**src/hw/rtl/wsfd_pkg.sv**
```systemverilog
// package: phase codes, opcodes, message kinds and the result record of the deframer
`default_nettype none

package wsfd_pkg;

  // parse phases
  localparam logic [2:0] PH_HDR0 = 3'd0;
  localparam logic [2:0] PH_HDR1 = 3'd1;
  localparam logic [2:0] PH_EXT  = 3'd2;
  localparam logic [2:0] PH_KEY  = 3'd3;
  localparam logic [2:0] PH_DATA = 3'd4;

  // opcodes
  localparam logic [3:0] OP_CONT   = 4'h0;
  localparam logic [3:0] OP_TEXT   = 4'h1;
  localparam logic [3:0] OP_BINARY = 4'h2;
  localparam logic [3:0] OP_CLOSE  = 4'h8;
  localparam logic [3:0] OP_PING   = 4'h9;

  // message kinds
  localparam logic [1:0] KIND_NONE   = 2'd0;
  localparam logic [1:0] KIND_TEXT   = 2'd1;
  localparam logic [1:0] KIND_BINARY = 2'd2;

  // 7-bit length escape codes
  localparam logic [6:0] LEN_EXT16 = 7'd126;
  localparam logic [6:0] LEN_EXT64 = 7'd127;

  // extended length and key field sizes in bytes
  localparam logic [3:0] EXT16_BYTES = 4'd2;
  localparam logic [3:0] EXT64_BYTES = 4'd8;
  localparam logic [3:0] KEY_BYTES   = 4'd4;

  typedef struct packed {
    logic [7:0] data;
    logic       has_byte;
    logic [3:0] opcode;
    logic [1:0] kind;
    logic [2:0] rsv;
    logic       frame_end;
    logic       message_end;
    logic       close_seen;
    logic       ping_seen;
  } res_t;

endpackage

`default_nettype wire

```
**src/hw/rtl/websocket_frame_deframer.sv**
```systemverilog
// top level: websocket (rfc 6455 receive side) frame deframer, one byte per transaction
//
// usage
//   input channel: one raw stream byte per transaction on in_byte (in_valid / in_stall)
//   header bytes (two header bytes, 16/64-bit extended length, 4-byte masking key)
//   produce no output; each payload byte produces one output transaction carrying
//   the unmasked byte plus frame opcode, message kind, rsv bits and end flags
//   a zero-length frame produces one marker transaction with out_has_byte low
//   result: the result of an accepted byte is registered into the output register,
//   or into the skid register while the output register holds a stalled result
//   throughput: one byte every cycle while in_stall is low, set by the single
//   registered parse step; the 64-bit length decrement and end compare is
//   the longest path
//   stall: a one-entry skid register catches a result while out_stall is high;
//   in_stall is high while it is full, so no result is lost or repeated
//   reset (rst_n low, synchronous): parser back to the first header byte,
//   no message kind remembered, output and skid registers empty
`default_nettype none

module websocket_frame_deframer
  import wsfd_pkg::*;
(
  input  wire logic       clk,
  input  wire logic       rst_n,
  // input channel
  input  wire logic       in_valid,
  output logic            in_stall,
  input  wire logic [7:0] in_byte,
  // result channel
  output logic            out_valid,
  input  wire logic       out_stall,
  output logic [7:0]      out_byte,
  output logic            out_has_byte,
  output logic [3:0]      out_frame_opcode,
  output logic [1:0]      out_message_kind,
  output logic [2:0]      out_rsv_bits,
  output logic            out_frame_end,
  output logic            out_message_end,
  output logic            out_close_seen,
  output logic            out_ping_seen
);

  // parser state
  logic [2:0]  phase_r, phase_nxt;
  logic [7:0]  hdr_r, hdr_nxt;            // fin, rsv1..3, opcode
  logic        mask_r, mask_nxt;
  logic [63:0] rem_r, rem_nxt;            // payload bytes left, or length being built
  logic [3:0]  fcnt_r, fcnt_nxt;          // bytes left in extended length or key
  logic [31:0] key_r, key_nxt;            // first key byte in [31:24]
  logic [1:0]  kidx_r, kidx_nxt;
  logic [1:0]  last_kind_r, last_kind_nxt;

  // output register and skid register
  res_t        out_r, skid_r, res_nxt;
  logic        out_valid_r, skid_valid_r;

  logic        in_acc;
  logic        out_pop;
  logic        produce;
  logic        res_push;
  logic [3:0]  cur_op;
  logic [1:0]  cur_kind;
  logic        frame_end;
  logic [7:0]  key_byte;
  logic [6:0]  len7;

  // handshakes: input stalls only while the skid register holds a result
  assign in_stall = skid_valid_r;
  assign in_acc   = in_valid && !skid_valid_r;
  assign out_pop  = out_valid_r && !out_stall;
  assign res_push = in_acc && produce;

  // kind of the frame in progress; continuation inherits the last data kind
  assign cur_op = hdr_r[3:0];
  always_comb begin
    case (cur_op)
      OP_TEXT:   cur_kind = KIND_TEXT;
      OP_BINARY: cur_kind = KIND_BINARY;
      OP_CONT:   cur_kind = last_kind_r;
      default:   cur_kind = KIND_NONE;
    endcase
  end

  // key byte for the next payload byte: index 0 takes bits 31..24
  assign key_byte = key_r[{~kidx_r, 3'b000} +: 8];
  assign len7     = in_byte[6:0];

  // one parse step for the byte on in_byte
  always_comb begin
    phase_nxt     = phase_r;
    hdr_nxt       = hdr_r;
    mask_nxt      = mask_r;
    rem_nxt       = rem_r;
    fcnt_nxt      = fcnt_r;
    key_nxt       = key_r;
    kidx_nxt      = kidx_r;
    last_kind_nxt = last_kind_r;
    produce       = 1'b0;
    frame_end     = 1'b0;
    res_nxt.data     = 8'd0;
    res_nxt.has_byte = 1'b0;

    case (phase_r)
      PH_HDR1: begin
        mask_nxt = in_byte[7];
        key_nxt  = 32'd0;
        kidx_nxt = 2'd0;
        rem_nxt  = 64'd0;
        if (len7 == LEN_EXT16) begin
          fcnt_nxt  = EXT16_BYTES;
          phase_nxt = PH_EXT;
        end else if (len7 == LEN_EXT64) begin
          fcnt_nxt  = EXT64_BYTES;
          phase_nxt = PH_EXT;
        end else begin
          rem_nxt = {57'd0, len7};
          if (in_byte[7]) begin
            fcnt_nxt  = KEY_BYTES;
            phase_nxt = PH_KEY;
          end else if (len7 == 7'd0) begin
            // empty frame: marker result
            produce   = 1'b1;
            frame_end = 1'b1;
            phase_nxt = PH_HDR0;
          end else begin
            phase_nxt = PH_DATA;
          end
        end
      end
      PH_EXT: begin
        rem_nxt = {rem_r[55:0], in_byte};
        if (fcnt_r <= 4'd1) begin
          fcnt_nxt = 4'd0;
          if (mask_r) begin
            fcnt_nxt  = KEY_BYTES;
            phase_nxt = PH_KEY;
          end else begin
            kidx_nxt = 2'd0;
            if (rem_nxt == 64'd0) begin
              produce   = 1'b1;
              frame_end = 1'b1;
              phase_nxt = PH_HDR0;
            end else begin
              phase_nxt = PH_DATA;
            end
          end
        end else begin
          fcnt_nxt = fcnt_r - 4'd1;
        end
      end
      PH_KEY: begin
        key_nxt = {key_r[23:0], in_byte};
        if (fcnt_r <= 4'd1) begin
          fcnt_nxt = 4'd0;
          kidx_nxt = 2'd0;
          if (rem_r == 64'd0) begin
            produce   = 1'b1;
            frame_end = 1'b1;
            phase_nxt = PH_HDR0;
          end else begin
            phase_nxt = PH_DATA;
          end
        end else begin
          fcnt_nxt = fcnt_r - 4'd1;
        end
      end
      PH_DATA: begin
        res_nxt.data     = mask_r ? (in_byte ^ key_byte) : in_byte;
        res_nxt.has_byte = 1'b1;
        kidx_nxt         = kidx_r + 2'd1;
        rem_nxt          = rem_r - 64'd1;
        produce          = 1'b1;
        frame_end        = (rem_r == 64'd1);
        if (rem_r == 64'd1) begin
          phase_nxt = PH_HDR0;
        end
      end
      default: begin
        // first header byte; unused phase codes land here too
        hdr_nxt = in_byte;
        if (in_byte[3:0] == OP_TEXT || in_byte[3:0] == OP_BINARY) begin
          last_kind_nxt = in_byte[1:0];
        end
        phase_nxt = PH_HDR1;
      end
    endcase

    // frame-level fields come from the header stored earlier
    res_nxt.opcode      = cur_op;
    res_nxt.kind        = cur_kind;
    res_nxt.rsv         = hdr_r[6:4];
    res_nxt.frame_end   = frame_end;
    res_nxt.message_end = frame_end && hdr_r[7] && (cur_kind != KIND_NONE);
    res_nxt.close_seen  = frame_end && (cur_op == OP_CLOSE);
    res_nxt.ping_seen   = frame_end && (cur_op == OP_PING);
  end

  // parser state registers
  always_ff @(posedge clk) begin
    if (!rst_n) begin
      phase_r     <= PH_HDR0;
      hdr_r       <= 8'd0;
      mask_r      <= 1'b0;
      rem_r       <= 64'd0;
      fcnt_r      <= 4'd0;
      key_r       <= 32'd0;
      kidx_r      <= 2'd0;
      last_kind_r <= KIND_NONE;
    end else if (in_acc) begin
      phase_r     <= phase_nxt;
      hdr_r       <= hdr_nxt;
      mask_r      <= mask_nxt;
      rem_r       <= rem_nxt;
      fcnt_r      <= fcnt_nxt;
      key_r       <= key_nxt;
      kidx_r      <= kidx_nxt;
      last_kind_r <= last_kind_nxt;
    end
  end

  // output / skid valid flags
  always_ff @(posedge clk) begin
    if (!rst_n) begin
      out_valid_r  <= 1'b0;
      skid_valid_r <= 1'b0;
    end else if (skid_valid_r) begin
      // drain skid into the output register
      if (out_pop) begin
        out_valid_r  <= 1'b1;
        skid_valid_r <= 1'b0;
      end
    end else if (res_push) begin
      if (!out_valid_r || out_pop) begin
        out_valid_r <= 1'b1;
      end else begin
        skid_valid_r <= 1'b1;
      end
    end else if (out_pop) begin
      out_valid_r <= 1'b0;
    end
  end

  // output / skid payload
  always_ff @(posedge clk) begin
    if (skid_valid_r) begin
      if (out_pop) begin
        out_r <= skid_r;
      end
    end else if (res_push) begin
      if (!out_valid_r || out_pop) begin
        out_r <= res_nxt;
      end else begin
        skid_r <= res_nxt;
      end
    end
  end

  assign out_valid        = out_valid_r;
  assign out_byte         = out_r.data;
  assign out_has_byte     = out_r.has_byte;
  assign out_frame_opcode = out_r.opcode;
  assign out_message_kind = out_r.kind;
  assign out_rsv_bits     = out_r.rsv;
  assign out_frame_end    = out_r.frame_end;
  assign out_message_end  = out_r.message_end;
  assign out_close_seen   = out_r.close_seen;
  assign out_ping_seen    = out_r.ping_seen;

endmodule

`default_nettype wire

```
**config.mk**
```make
export PLATFORM = sky130hd
export DESIGN_NAME = websocket_frame_deframer
export DESIGN_NICKNAME = d
export VERILOG_FILES = /design/src/hw/rtl/wsfd_pkg.sv /design/src/hw/rtl/websocket_frame_deframer.sv
export SDC_FILE = /design/constraint.sdc
export NUM_CORES = 1
export LEC_CHECK = 0
export BUFFER_PORTS_ARGS = -buffer_cell sky130_fd_sc_hd__buf_2
export CORE_MARGIN = 3
export CORE_UTILIZATION = 60
export CTS_BUF_LIST = sky130_fd_sc_hd__clkbuf_4 sky130_fd_sc_hd__clkbuf_8
export DETAILED_ROUTE_END_ITERATION = 7
export GPL_TIMING_DRIVEN = 0
export PLACE_DENSITY = 0.78
export SETUP_SLACK_MARGIN = 0.5
export SLEW_MARGIN = 40
export SYNTH_ARGS = -nofsm -noshare
export SYNTH_HDL_FRONTEND = slang
export SYNTH_SLANG_ARGS = --single-unit
```
**constraint.sdc**
```tcl
create_clock -name clk -period 13.72 [get_ports clk]
set_input_delay 4.116 -clock clk [delete_from_list [all_inputs] [get_ports clk]]
set_output_delay 4.116 -clock clk [all_outputs]
set_load 0.02 [all_outputs]
```
==> run summary <==
Status = completed
Final setup fails = 0
Pre-CTS setup slack = 6.398 ns
Hold path start = hdr_r[4]
Critical Path Start Type = primary input
FFs w/ async S/R, synth = 0
Die height = 125.7 microns
Max Cap Viol = 0
Slew @ Worst Pin = 0.8666 ns
Setup Fix Bufs, Post-CTS = 0
Dominant cells by area after synthesis = dfxtp_1 (27%), edfxtp_1 (15%), nor2_1 (6.2%)
# clock sinks = 162
Ys flop type = dfxtp_1
Power Density = 117.9 nW/um^2
Top Ports = 36
First-pass GRT wire length = 43820 microns
Worst EP required = 13.90 ns
Worst R2R Path Depth = 7
Syn Nets = 1014
Clk slew on worst S/H paths = 0.09 ns
RSZ-0062 raised after global routing = false
Die footprint = 15810 sq um
Area Growth Syn to Fin = 9.629%
Die Width = 125.7 microns
Core box area = 13930 sq um
FF+latch count, synth = 162
Hpwl dp = 19090 microns
H-tree depth = 4
Hold WC Path Type = flop to flop
Final Skew = 0.01487 ns
Worst skew pair latency = 0.48 ns
Layout Nets = 1066
FP Rows = 43
Post-synthesis area per instance = 8.628 sq um
Crit path capture type = flop
Residual DRC = 0
Fin. max-slew vios = 0
Iteration-0 DRC Markers = 1601
GPL Wtd Cong = 0.9771
Post-synth EDFFs = 44
Hold path cells = 0
FF-to-FF Start = rem_r[38]
Leak = 0.003391 uW
Fin crit period = 6.809 ns
FF-to-FF End = skid_r[1]
Largest family of logic cells by synthesized area = simple AND/OR/NAND/NOR gates
Total grt overflow = 0
Adder-Cell Fraction of Synth Area = 0.007273
Xor-xnor portion of the synthesized cell area = 0.01527
Syn Inst Count = 997
Period utilization = 0.4963
CTS hold repair buffers = 0
CTS Buffer Depth = 2
Setup CP Type = primary input to flop
Fmax = 146.9 MHz
I/O Buffers = 30
Initial antenna violation count = 0
Initial Utilization = 0.6173
Via count = 8631
Root buf cell = clkbuf_8
Hold worst-path end = skid_r[4]
Worst Path Arrival = 6.99 ns
Top cell type's share of synthesized area = 0.2746
Resized cells post-CTS = 0
Largest net degree at the start of global routing = 18
Final hold vios = 0
Yosys warning total = 0
Rel. slew slack = 0.4222
Max IR drop VDD = 83.53 uV
Flop2flop setup slack = 9.66 ns
ANT nets after route = 0
GRT Overall Usage = 0.3489
Drt first pass iters = 6
Synth Area in Simple Gates = 0.2397
Number of library cell types mapped by synthesis = 72
Synth Area in Compound Gates = 0.2160
DRT Wirelength = 27710 microns
CTS Buf Count = 17
Mapped cell area = 8602 sq um
Layout cells sized above 1 = 0.1026
Sequential cell area fraction in the yosys report = 0.4282
Crit Path Max Fanout = 9
Diodes inserted = 0
DR vias/cell = 6.949
Final core occ = 0.6768
Post-synthesis mux area share = 0.05135
Setup TNS = 0 ns
Cell taking the most area after synthesis = dfxtp_1
Post-route setup slack = 6.911 ns
CTS tree = built
Vias in the first global route = 7917
Routed len/inst = 22.31 microns
==> how the worst max path moves through the flow <==
stage                    start          end  cells after the start
global placement    in_byte[1]   skid_r[15]                      7
detailed placement  in_byte[1]   skid_r[10]                      8
floorplan           in_byte[1]  out_byte[0]                      7
CTS                 in_byte[1]    skid_r[1]                      8
global route        in_byte[6]    skid_r[1]                      8
finish              in_byte[1]    skid_r[1]                      8
==> logic make-up after synthesis <==
kind of cell | after synthesis
AOI/OAI and AO/OA | 271
xor gates and xnor gates | 15
adders and majority gates | 5
buffers and inverters | 95
DFF | 162
muxes | 33
and+or+nand+nor | 416
==> layout make-up <==
class                   count  area [sq um]
clock buffers              17         234.0
flip-flops and latches    162          3684
plain buffers              76         291.5
multi-input cells         740          4582
repair buffers             33         177.7
fillers                  1139          4504
clock inverters            15         165.2
inverters                  19         71.32
well taps                 180         225.2
==> layout by cell type, fill, tap and decap left out, types with 5 or more instances in the layout <==
cell type / count
a21o_1: 7
a21oi_1: 47
a22o_1: 6
a22oi_1: 47
a31oi_1: 7
a32o_1: 5
a32oi_1: 10
and2_1: 7
and3_1: 16
buf_1: 9
buf_2: 36
clkbuf_1: 62
clkbuf_8: 17
dfxtp_1: 118
edfxtp_1: 44
ha_1: 5
inv_1: 18
inv_8: 5
mux2_2: 9
mux2i_1: 16
mux4_2: 8
nand2_1: 92
nand2b_1: 6
nand3_1: 26
nand4_1: 13
nor2_1: 142
nor2b_1: 5
nor3_1: 30
nor4_1: 23
o211ai_1: 13
o21ai_0: 57
o22ai_1: 14
o31a_1: 5
o31ai_1: 13
or3_1: 8
or4_1: 16
xor2_1: 11
==> power breakdown <==
part / internal (uW) / leakage [uW] / total, uW / switching [uW]
logic: 73.5 / 0.00184 / 244 / 170
registers: 499 / 0.00136 / 510 / 10.7
clock network: 152 / 0.000192 / 359 / 207
==> critical path, cell delays in order <==
cell	delay, ns
clkbuf_1	0.24
or4_1	0.59
nor2_1	0.18
nand3_1	0.12
a2111oi_2	0.61
nor3_2	0.20
nor3_2	0.60
buf_2	0.33
==> through the flow <==
step                instances  hold slack, ns  total power [uW]  cell area, sq um
finish                   1242          0.4719              1112              9430
global route             1242          0.5015              1151              9430
CTS                      1242          0.4779              1101              9420
detailed placement       1210          0.4502             750.3              9021
global placement         1207          0.4494             748.5              8977
floorplan                 997          0.4256             679.1              8602
==> cells in the mapped netlist, types with 6 or more instances <==
master    number
nor2_1       142
dfxtp_1      118
nand2_1       92
clkbuf_1      62
o21ai_0       58
a21oi_1       47
a22oi_1       47
edfxtp_1      44
nor3_1        33
nand3_1       26
nor4_1        23
inv_1         18
and3_1        16
mux2i_1       16
or4_1         16
o22ai_1       14
nand4_1       13
o211ai_1      13
o31ai_1       13
xor2_1        11
a32oi_1       10
buf_1          9
mux2_2         9
mux4_2         8
or3_1          8
a21o_1         7
a31oi_1        7
and2_1         7
a22o_1         6
nand2b_1       6
==> flip-flops by register name (all words and copies together) (netlist names) <==
register          count
out_rsv_bits          3
mask_r                1
last_kind_r           2
fcnt_r                4
skid_r               22
hdr_r                 8
key_r                32
out_byte              8
out_close_seen        1
phase_r               3
out_message_kind      2
out_valid             1
rem_r                64
out_frame_end         1
out_frame_opcode      4
out_has_byte          1
out_message_end       1
in_stall              1
kidx_r                2
out_ping_seen         1
==> layer usage <==
layer / vias up / track usage / share of wire / routed length [microns]
li1: 3838 / - / - / -
met1: 4027 / 0.5073 / 0.41 / 11430
met2: 650 / 0.5019 / 0.43 / 11820
met3: 116 / 0.08567 / 0.13 / 3556
met4: 0 / 0.1401 / 0.033 / 909
met5: - / 0 / 0 / 0
No activity file was read; power rests on OpenSTA's default activity.
